==> config.mk <==
export PLATFORM = sky130hd
export DESIGN_NAME = unordered_key_value_table_unit_flat
export DESIGN_NICKNAME = d
export VERILOG_FILES = /design/src/sv/ukvt_pkg.sv /design/src/sv/ukvt_if.sv /design/src/sv/ukvt_cell.sv /design/src/sv/unordered_key_value_table_unit.sv /design/src/flat_wrapper.sv
export VERILOG_INCLUDE_DIRS = /design/src /design/src/sv
export SDC_FILE = /design/constraint.sdc
export NUM_CORES = 2
export LEC_CHECK = 0
export BUFFER_PORTS_ARGS = -buffer_cell sky130_fd_sc_hd__buf_2
export CAP_MARGIN = 10
export CORE_AREA = 2 2 360 630
export DETAILED_ROUTE_END_ITERATION = 10
export DIE_AREA = 0 0 362 632
export MAX_ROUTING_LAYER = met4
export REMOVE_ABC_BUFFERS = 1
export SYNTH_ARGS = -nofsm -noshare
export SYNTH_HDL_FRONTEND = slang
export SYNTH_SLANG_ARGS = --single-unit
==> constraint.sdc <==
create_clock -name clk -period 10.6 [get_ports clk]
set_input_delay 0.53 -clock clk [delete_from_list [all_inputs] [get_ports clk]]
set_output_delay 0.53 -clock clk [all_outputs]
set_load 0.01 [all_outputs]
==> src/sv/unordered_key_value_table_unit_assert.svh <==
// assertion macros used by the table RTL
`ifndef UNORDERED_KEY_VALUE_TABLE_UNIT_ASSERT_SVH
`define UNORDERED_KEY_VALUE_TABLE_UNIT_ASSERT_SVH

// same-cycle implication, checked outside reset
`define UKVT_ASSERT_NOW(label, ante, cons) \
	label: assert property (@(posedge clk) disable iff (!arst_n) (ante) |-> (cons)) \
		else $error("ukvt assertion failed");

// next-cycle implication, checked outside reset
`define UKVT_ASSERT_NEXT(label, ante, cons) \
	label: assert property (@(posedge clk) disable iff (!arst_n) (ante) |=> (cons)) \
		else $error("ukvt assertion failed");

`endif

==> src/sv/ukvt_pkg.sv <==
package ukvt_pkg;

	localparam int CAPACITY = 16;
	localparam int DATA_W = 32;
	localparam int CNT_W = $clog2(CAPACITY + 1);
	localparam int ENTRY_COUNT_W = 5;

	typedef logic signed [DATA_W-1:0] data_t;
	typedef logic [CNT_W-1:0] cnt_t;

	localparam data_t MISS_MARK = -32'sd999;

	typedef enum logic [1:0] {
		ACT_LOOKUP = 2'd0,
		ACT_INSERT = 2'd1,
		ACT_DELETE = 2'd2,
		ACT_NONE   = 2'd3
	} action_t;

	typedef struct packed {
		logic occupied;
		logic ins_here;
		logic do_ins;
		logic do_del;
	} cell_ctl_t;

endpackage

==> src/sv/ukvt_if.sv <==
interface ukvt_req_if;
	logic                valid;
	logic                ready;
	ukvt_pkg::action_t   action;
	ukvt_pkg::data_t     key;
	ukvt_pkg::data_t     entry_value;

	modport source(output valid, action, key, entry_value, input ready);
	modport sink(input valid, action, key, entry_value, output ready);
endinterface

interface ukvt_rsp_if;
	logic                                   valid;
	logic                                   ready;
	ukvt_pkg::data_t                        read_value;
	logic                                   found;
	logic                                   dropped;
	logic [ukvt_pkg::ENTRY_COUNT_W-1:0]     entry_count;
	logic                                   is_empty;
	logic                                   is_full;

	modport source(output valid, read_value, found, dropped, entry_count, is_empty, is_full,
		input ready);
	modport sink(input valid, read_value, found, dropped, entry_count, is_empty, is_full,
		output ready);
endinterface

==> src/sv/ukvt_cell.sv <==
module ukvt_cell (
	input  logic                  clk,
	input  ukvt_pkg::cell_ctl_t   ctl,
	input  ukvt_pkg::data_t       key,
	input  ukvt_pkg::data_t       entry_value,
	input  ukvt_pkg::data_t       up_key,
	input  ukvt_pkg::data_t       up_value,
	input  logic                  seen_in,
	input  ukvt_pkg::data_t       rd_in,
	output ukvt_pkg::data_t       cell_key,
	output ukvt_pkg::data_t       cell_value,
	output logic                  seen_out,
	output ukvt_pkg::data_t       rd_out
);

	ukvt_pkg::data_t key_q;
	ukvt_pkg::data_t value_q;
	logic            match;

	assign match      = ctl.occupied && (key_q == key);
	assign seen_out   = seen_in | match;
	assign rd_out     = rd_in | (match ? value_q : '0);
	assign cell_key   = key_q;
	assign cell_value = value_q;

	// insert lands at the fill point; delete pulls every cell at or above the hit down
	always_ff @(posedge clk) begin
		if (ctl.do_ins && ctl.ins_here) begin
			key_q   <= key;
			value_q <= entry_value;
		end else if (ctl.do_del && seen_out) begin
			key_q   <= up_key;
			value_q <= up_value;
		end
	end

endmodule

==> src/sv/unordered_key_value_table_unit.sv <==
// channel | dir | handshake   | payload
// req     | in  | valid/ready | action, key, entry_value
// rsp     | out | valid/ready | read_value, found, dropped, entry_count, is_empty, is_full
//
// One item per cycle: a new item is taken whenever the result register is empty or
// being drained, so back-pressure on rsp stalls req in the same cycle.
// The key compare runs in all cells at once; the hit flag and read data ripple
// along the cell row, and the delete shift moves every cell at or above the hit.
// The result is registered and appears in the cycle after the item is accepted.
// Reset clears the fill count and the result valid flag; cell contents are
// undefined, and cells at or above the fill count are never read.
`include "unordered_key_value_table_unit_assert.svh"

module unordered_key_value_table_unit (
	input  logic       clk,
	input  logic       arst_n,
	ukvt_req_if.sink   req,
	ukvt_rsp_if.source rsp
);

	localparam int CAP = ukvt_pkg::CAPACITY;

	ukvt_pkg::cnt_t   count_q;
	ukvt_pkg::cnt_t   cnt_next;
	logic             rsp_valid_q;
	ukvt_pkg::data_t  read_value_q;
	logic             found_q;
	logic             dropped_q;
	logic [ukvt_pkg::ENTRY_COUNT_W-1:0] entry_count_q;
	logic             is_empty_q;
	logic             is_full_q;

	logic             accept;
	logic             found;
	logic             do_ins;
	logic             do_del;
	logic             drop;
	ukvt_pkg::data_t  read_value;

	logic             seen [CAP+1];
	ukvt_pkg::data_t  rd [CAP+1];
	ukvt_pkg::data_t  cell_key [CAP];
	ukvt_pkg::data_t  cell_value [CAP];

	assign req.ready = !rsp_valid_q || rsp.ready;
	assign accept    = req.valid && req.ready;

	assign seen[0] = 1'b0;
	assign rd[0]   = '0;
	assign found   = seen[CAP];

	for (genvar i = 0; i < CAP; i++) begin : g_cell
		localparam int UP = (i + 1 < CAP) ? i + 1 : i;
		localparam ukvt_pkg::cnt_t IDX = ukvt_pkg::CNT_W'(i);
		ukvt_pkg::cell_ctl_t ctl;

		assign ctl.occupied = IDX < count_q;
		assign ctl.ins_here = IDX == count_q;
		assign ctl.do_ins   = do_ins;
		assign ctl.do_del   = do_del;

		ukvt_cell u_cell (
			.clk         (clk),
			.ctl         (ctl),
			.key         (req.key),
			.entry_value (req.entry_value),
			.up_key      (cell_key[UP]),
			.up_value    (cell_value[UP]),
			.seen_in     (seen[i]),
			.rd_in       (rd[i]),
			.cell_key    (cell_key[i]),
			.cell_value  (cell_value[i]),
			.seen_out    (seen[i+1]),
			.rd_out      (rd[i+1])
		);
	end

	always_comb begin
		do_ins     = 1'b0;
		do_del     = 1'b0;
		drop       = 1'b0;
		read_value = ukvt_pkg::MISS_MARK;
		cnt_next   = count_q;
		unique case (req.action)
			ukvt_pkg::ACT_LOOKUP: begin
				if (found)
					read_value = rd[CAP];
			end
			ukvt_pkg::ACT_INSERT: begin
				if (!found) begin
					if (count_q < ukvt_pkg::CNT_W'(CAP)) begin
						do_ins   = accept;
						cnt_next = count_q + ukvt_pkg::CNT_W'(1);
					end else begin
						drop = 1'b1;
					end
				end
			end
			ukvt_pkg::ACT_DELETE: begin
				if (found) begin
					do_del   = accept;
					cnt_next = count_q - ukvt_pkg::CNT_W'(1);
				end
			end
			ukvt_pkg::ACT_NONE: begin
			end
			default: begin
			end
		endcase
	end

	always_ff @(posedge clk or negedge arst_n) begin
		if (!arst_n) begin
			count_q     <= '0;
			rsp_valid_q <= 1'b0;
		end else begin
			if (accept)
				count_q <= cnt_next;
			if (req.ready)
				rsp_valid_q <= req.valid;
		end
	end

	always_ff @(posedge clk) begin
		if (accept) begin
			read_value_q  <= read_value;
			found_q       <= found;
			dropped_q     <= drop;
			entry_count_q <= ukvt_pkg::ENTRY_COUNT_W'(cnt_next);
			is_empty_q    <= cnt_next == '0;
			is_full_q     <= cnt_next == ukvt_pkg::CNT_W'(CAP);
		end
	end

	assign rsp.valid       = rsp_valid_q;
	assign rsp.read_value  = read_value_q;
	assign rsp.found       = found_q;
	assign rsp.dropped     = dropped_q;
	assign rsp.entry_count = entry_count_q;
	assign rsp.is_empty    = is_empty_q;
	assign rsp.is_full     = is_full_q;

	`UKVT_ASSERT_NOW(a_count_bound, 1'b1, count_q <= ukvt_pkg::CNT_W'(CAP))
	`UKVT_ASSERT_NEXT(a_ins_grows, do_ins, count_q == $past(count_q) + ukvt_pkg::CNT_W'(1))
	`UKVT_ASSERT_NEXT(a_del_shrinks, do_del, count_q == $past(count_q) - ukvt_pkg::CNT_W'(1))
	`UKVT_ASSERT_NEXT(a_result_follows, accept, rsp_valid_q)
	`UKVT_ASSERT_NOW(a_drop_when_full, rsp_valid_q && dropped_q, is_full_q && !found_q)

endmodule

==> src/flat_wrapper.sv <==
// flat-port wrapper written by rule: the top's interface ports become plain ports
module unordered_key_value_table_unit_flat 
  (clk, arst_n, req_valid, req_action, req_key, req_entry_value, req_ready, rsp_valid, rsp_read_value, rsp_found, rsp_dropped, rsp_entry_count, rsp_is_empty, rsp_is_full, rsp_ready);
  ukvt_req_if req_i ();
  ukvt_rsp_if rsp_i ();
  input  logic clk;
  input  logic arst_n;
  input wire logic [$bits(req_i.valid)-1:0] req_valid;
  input wire logic [$bits(req_i.action)-1:0] req_action;
  input wire logic [$bits(req_i.key)-1:0] req_key;
  input wire logic [$bits(req_i.entry_value)-1:0] req_entry_value;
  output wire logic [$bits(req_i.ready)-1:0] req_ready;
  output wire logic [$bits(rsp_i.valid)-1:0] rsp_valid;
  output wire logic [$bits(rsp_i.read_value)-1:0] rsp_read_value;
  output wire logic [$bits(rsp_i.found)-1:0] rsp_found;
  output wire logic [$bits(rsp_i.dropped)-1:0] rsp_dropped;
  output wire logic [$bits(rsp_i.entry_count)-1:0] rsp_entry_count;
  output wire logic [$bits(rsp_i.is_empty)-1:0] rsp_is_empty;
  output wire logic [$bits(rsp_i.is_full)-1:0] rsp_is_full;
  input wire logic [$bits(rsp_i.ready)-1:0] rsp_ready;
  assign req_i.valid = req_valid;
  assign req_i.action = req_action;
  assign req_i.key = req_key;
  assign req_i.entry_value = req_entry_value;
  assign req_ready = req_i.ready;
  assign rsp_valid = rsp_i.valid;
  assign rsp_read_value = rsp_i.read_value;
  assign rsp_found = rsp_i.found;
  assign rsp_dropped = rsp_i.dropped;
  assign rsp_entry_count = rsp_i.entry_count;
  assign rsp_is_empty = rsp_i.is_empty;
  assign rsp_is_full = rsp_i.is_full;
  assign rsp_i.ready = rsp_ready;
  unordered_key_value_table_unit u_core (.clk(clk), .arst_n(arst_n), .req(req_i), .rsp(rsp_i));
endmodule
==> key figures <==
Outcome
  – Status: complete, no violations

Setup path
  – Crit path buffers/inverters: 3
  – Worst R2R Start: u_core.count_q[3]$_DFFE_PN0P_
  – Max stage delay on crit path: around 0.87 ns
  – CP Cell Sequence: nor3b_2 > a2111oi_1 > buf_2 > and3_2 > buf_4 > nor4_2 > nand2_1 > nor3_2 > and3_4 > and3_4 > o21bai_4 > buf_4
  – CP top delay family: simple AND/OR/NAND/NOR gates
  – CP arrival: about 6.7 ns
  – Crit Path Category: register to register
  – Critical Path Start Type: register
  – R2R setup slack: approximately 4.3 ns
  – Worst r2r dst: u_core.g_cell[8].u_cell.cell_value[7]$_DFFE_PP_
  – Critical path peak fanout: 33
  – Worst setup EP type: register
  – R2R cell count: 12
  – CP required: 10.93 ns
  – CP max stage cell: dfrtp_1

Route
  – Post-DRT Antenna Nets: 0
  – Pre-Repair DR Iteration Count: 6
  – Routed WL: 191 mm
  – Drt via density: about 5
  – Post-DR wirelength/cell: 29.1 um
  – Total number of vias: 32.6k
  – DR iter-0 viols: roughly 3.3k
  – Residual DRC: 0

Floorplan
  – Core ar.: 224000 um^2
  – Die Span Y: ~630 um
  – # rows: between 200 and 250
  – Starting Density: 0.249
  – Top Ports: 113
  – Die width: roughly 360 um
  – Die area: around 230000 um^2

Pwr
  – Power Density: ~140 nW/um^2
  – Peak VDD IR: 0.128 mV
  – Sw power: roughly 2.1 mW
  – Standby leakage power: ~20 nW
  – Clk pwr share: 0.412
  – Total power: just under 9 mW
  – Reg power frac: 0.534
  – Internal power: 6.67 mW
  – Combinational power share: 0.055
  – Switching share of power: 0.236

Hold path
  – Worst Hold Depth: 3
  – Hold Crit Class: primary input to register
  – HP Start: rsp_ready
  – Hold-critical path endpoint: u_core.rsp.valid$_DFFE_PN0N_

STA
  – Worst setup margin: approximately 4.3 ns
  – Worst Max-Slew Pin Slew: approximately 1.2 ns
  – RSZ-0062 raised after global routing: no
  – Slew Limit Fails: 0
  – Setup violators final: 0
  – Post-route setup TNS: 0 ns
  – Hold Slack: about 0.13 ns
  – Slew margin rel.: 0.215
  – Final worst path period need: 6.33 ns
  – Final Cycle Share: 0.597
  – Max Clk Rate: roughly 160 MHz
  – Worst Clk Skew: between 0.05 and 0.06 ns
  – Final Hold Fails: 0

Finish
  – Final nets: roughly 3.6k
  – Cell area after layout: roughly 62000 um^2
  – Most frequent cells in the layout: edfxtp_1, mux2_2, xor2_1, mux2_4, xnor2_1
  – Layout cells sized above 1: 0.365
  – Fillers: 22.4k
  – Layout area overhead: 11.5%
  – Storage element area: 32100 um^2
  – Area occupied by multi-input gates: approximately 22000 um^2
  – Most common cell after layout, fill and taps aside: edfxtp_1

GRT
  – Initial antenna violation count: 29
  – Total GRT Usage: 0.166
  – Number of global-route vias before repair: 34.1k
  – First-pass GRT wire length: between 200 and 300 mm
  – Total gr overflow: 0
  – Pin count of the biggest net entering global routing: between 50 and 60

Synth
  – Register area share after synthesis: 0.578
  – Yosys Warn Count: 0
  – Post-Synthesis Cell Area: roughly 56000 um^2
  – Cells after Synth: between 3k and 4k
  – Library cells used by synthesis: 58
  – Post-synthesis register bit count: roughly 1.1k
  – Syn_area_per_cell: 15.6 um^2

Placed design
  – Detailed placement HPWL: ~130 mm
  – Gpl congestion: roughly 0.95
  – Port-buffer cells: 112
  – Placement-stage worst setup slack: 3.94 ns
  – Area after DPL: between 50000 and 60000 um^2

Clock tree
  – Worst-skew pair later-pin latency: roughly 0.74 ns
  – Reg clk slew, reported paths: ~0.070 ns
  – CTS Buffer Depth: 3
  – CTS tree: done
  – Clk sinks: 1071
  – H-tree depth: 3
  – Clock root cell: clkbuf_16
  – Num CTS Buffers: 96

Job
  – Number of max-cap violations: 0
[worst register-to-register path: stages (launching register included)]
cell and delay, ns:
dfrtp_1 0.87, nor3b_2 0.64, a2111oi_1 0.18, buf_2 0.21
and3_2 0.19, buf_4 0.25, nor4_2 0.51, nand2_1 0.28
nor3_2 0.28, and3_4 0.32, and3_4 0.82, o21bai_4 0.58
buf_4 0.77
[synth_stat cells, drive strengths merged]
| cell | n | area share |
|---|---|---|
| a2111oi | 6 | 0.0024 |
| a211o | 1 | 0.00016 |
| a211oi | 2 | 0.00027 |
| a21o | 4 | 0.00054 |
| a21oi | 14 | 0.0013 |
| a221oi | 67 | 0.011 |
| a222oi | 19 | 0.0034 |
| a22o | 61 | 0.0096 |
| a22oi | 92 | 0.012 |
| a31o | 1 | 0.00016 |
| a31oi | 6 | 0.00067 |
| and2 | 3 | 0.00034 |
| and3 | 22 | 0.0030 |
| and4 | 3 | 0.00047 |
| and4b | 1 | 0.00018 |
| buf | 210 | 0.029 |
| clkbuf | 120 | 0.0081 |
| dfrtp | 6 | 0.0027 |
| edfxtp | 1065 | 0.57 |
| ha | 9 | 0.0020 |
| inv | 11 | 0.00074 |
| mux2 | 963 | 0.22 |
| nand2 | 31 | 0.0021 |
| nand2b | 5 | 0.00056 |
| nand3 | 48 | 0.0043 |
| nand3b | 1 | 0.00013 |
| nand4 | 74 | 0.0083 |
| nor2 | 16 | 0.0011 |
| nor2b | 3 | 0.00034 |
| nor3 | 25 | 0.0028 |
| nor3b | 5 | 0.00076 |
| nor4 | 106 | 0.013 |
| nor4b | 1 | 0.00016 |
| o211ai | 3 | 0.00040 |
| o21a | 1 | 0.00013 |
| o21ai | 13 | 0.0012 |
| o21bai | 7 | 0.00094 |
| o31ai | 1 | 0.00013 |
| or2 | 3 | 0.00034 |
| or3 | 14 | 0.0016 |
| or4 | 1 | 0.00013 |
| xnor2 | 124 | 0.020 |
| xor2 | 388 | 0.061 |
[area by class of cell]
type                       count  share of cell area
timing repair buffer         219              0.0220
multi-input combinational   2144               0.350
tap                         2900              0.0585
sequential                  1071               0.518
clock inverter                62             0.00977
clock buffer                 114              0.0402
antenna                       25             0.00101
inverter                      11            0.000686
[logic make-up after synthesis]
| kind of cell | after synthesis | synth area share |
|---|---|---|
| muxes | 963 | 0.218 |
| DFF | 1071 | 0.578 |
| xor gates and xnor gates | 512 | 0.0806 |
| and+or+nand+nor | 362 | 0.0400 |
| buffers and inverters | 341 | 0.0377 |
| AOI/OAI and AO/OA | 298 | 0.0442 |
| adders and majority gates | 9 | 0.00202 |
[flip-flops by register name (all words and copies together), names as in the netlist]
register and flops:
u_core.rsp.is_empty 1, u_core.rsp.found 1, u_core.rsp.read_value 32, u_core.rsp.valid 1, u_core.g_cell.u_cell.cell_value 512, u_core.rsp.entry_count 5
u_core.count_q 5, u_core.rsp.is_full 1, u_core.rsp.dropped 1, u_core.g_cell.u_cell.cell_key 512
[metrics by stage]
step / instances / utilization
floorplan: 3226 / -
global placement: 6341 / 0.263
detailed placement: 6343 / 0.263
CTS: 6521 / 0.277
global route: 6546 / 0.277
finish: 6546 / 0.277
[per-layer routing]
layer  up-vias  wire [um]  track usage
met2      1443     100000        0.297
li1      13700          -            -
met3       562      10800       0.0270
met1     16900      62800        0.158
met4         0      17000        0.131
met5         -          0            -
[power by group through the flow]
stage          clock network [mW]  registers (mW)  logic [mW]
4_1_cts                      3.65            4.66       0.478
3_5_place_dp                    0            4.76       0.475
2_1_floorplan                   0            4.75       0.207
3_3_place_gp                    0            4.76       0.473
5_1_grt                      3.78            4.66       0.504
6_report                     3.60            4.66       0.480
[how the worst max path moves through the flow]
stage / startpoint / to / cells after the start
finish: u_core.count_q[3]$_DFFE_PN0P_ / u_core.g_cell[8].u_cell.cell_value[7]$_DFFE_PP_ / 12
global route: u_core.count_q[3]$_DFFE_PN0P_ / u_core.g_cell[8].u_cell.cell_value[20]$_DFFE_PP_ / 12
CTS: u_core.count_q[3]$_DFFE_PN0P_ / u_core.g_cell[8].u_cell.cell_value[20]$_DFFE_PP_ / 12
detailed placement: req_key[20] / u_core.g_cell[3].u_cell.cell_value[19]$_DFFE_PP_ / 13
global placement: req_key[4] / u_core.g_cell[3].u_cell.cell_value[22]$_DFFE_PP_ / 13
floorplan: u_core.count_q[2]$_DFFE_PN0P_ / u_core.g_cell[5].u_cell.cell_key[0]$_DFFE_PP_ / 10
[what timing repair did]
item,in CTS,in global routing
buffers inserted,0,0
endpoints found under the hold margin,7,0
gates resized for setup,0,0
hold buffers,2,0
(Power assumes the default switching activity.)
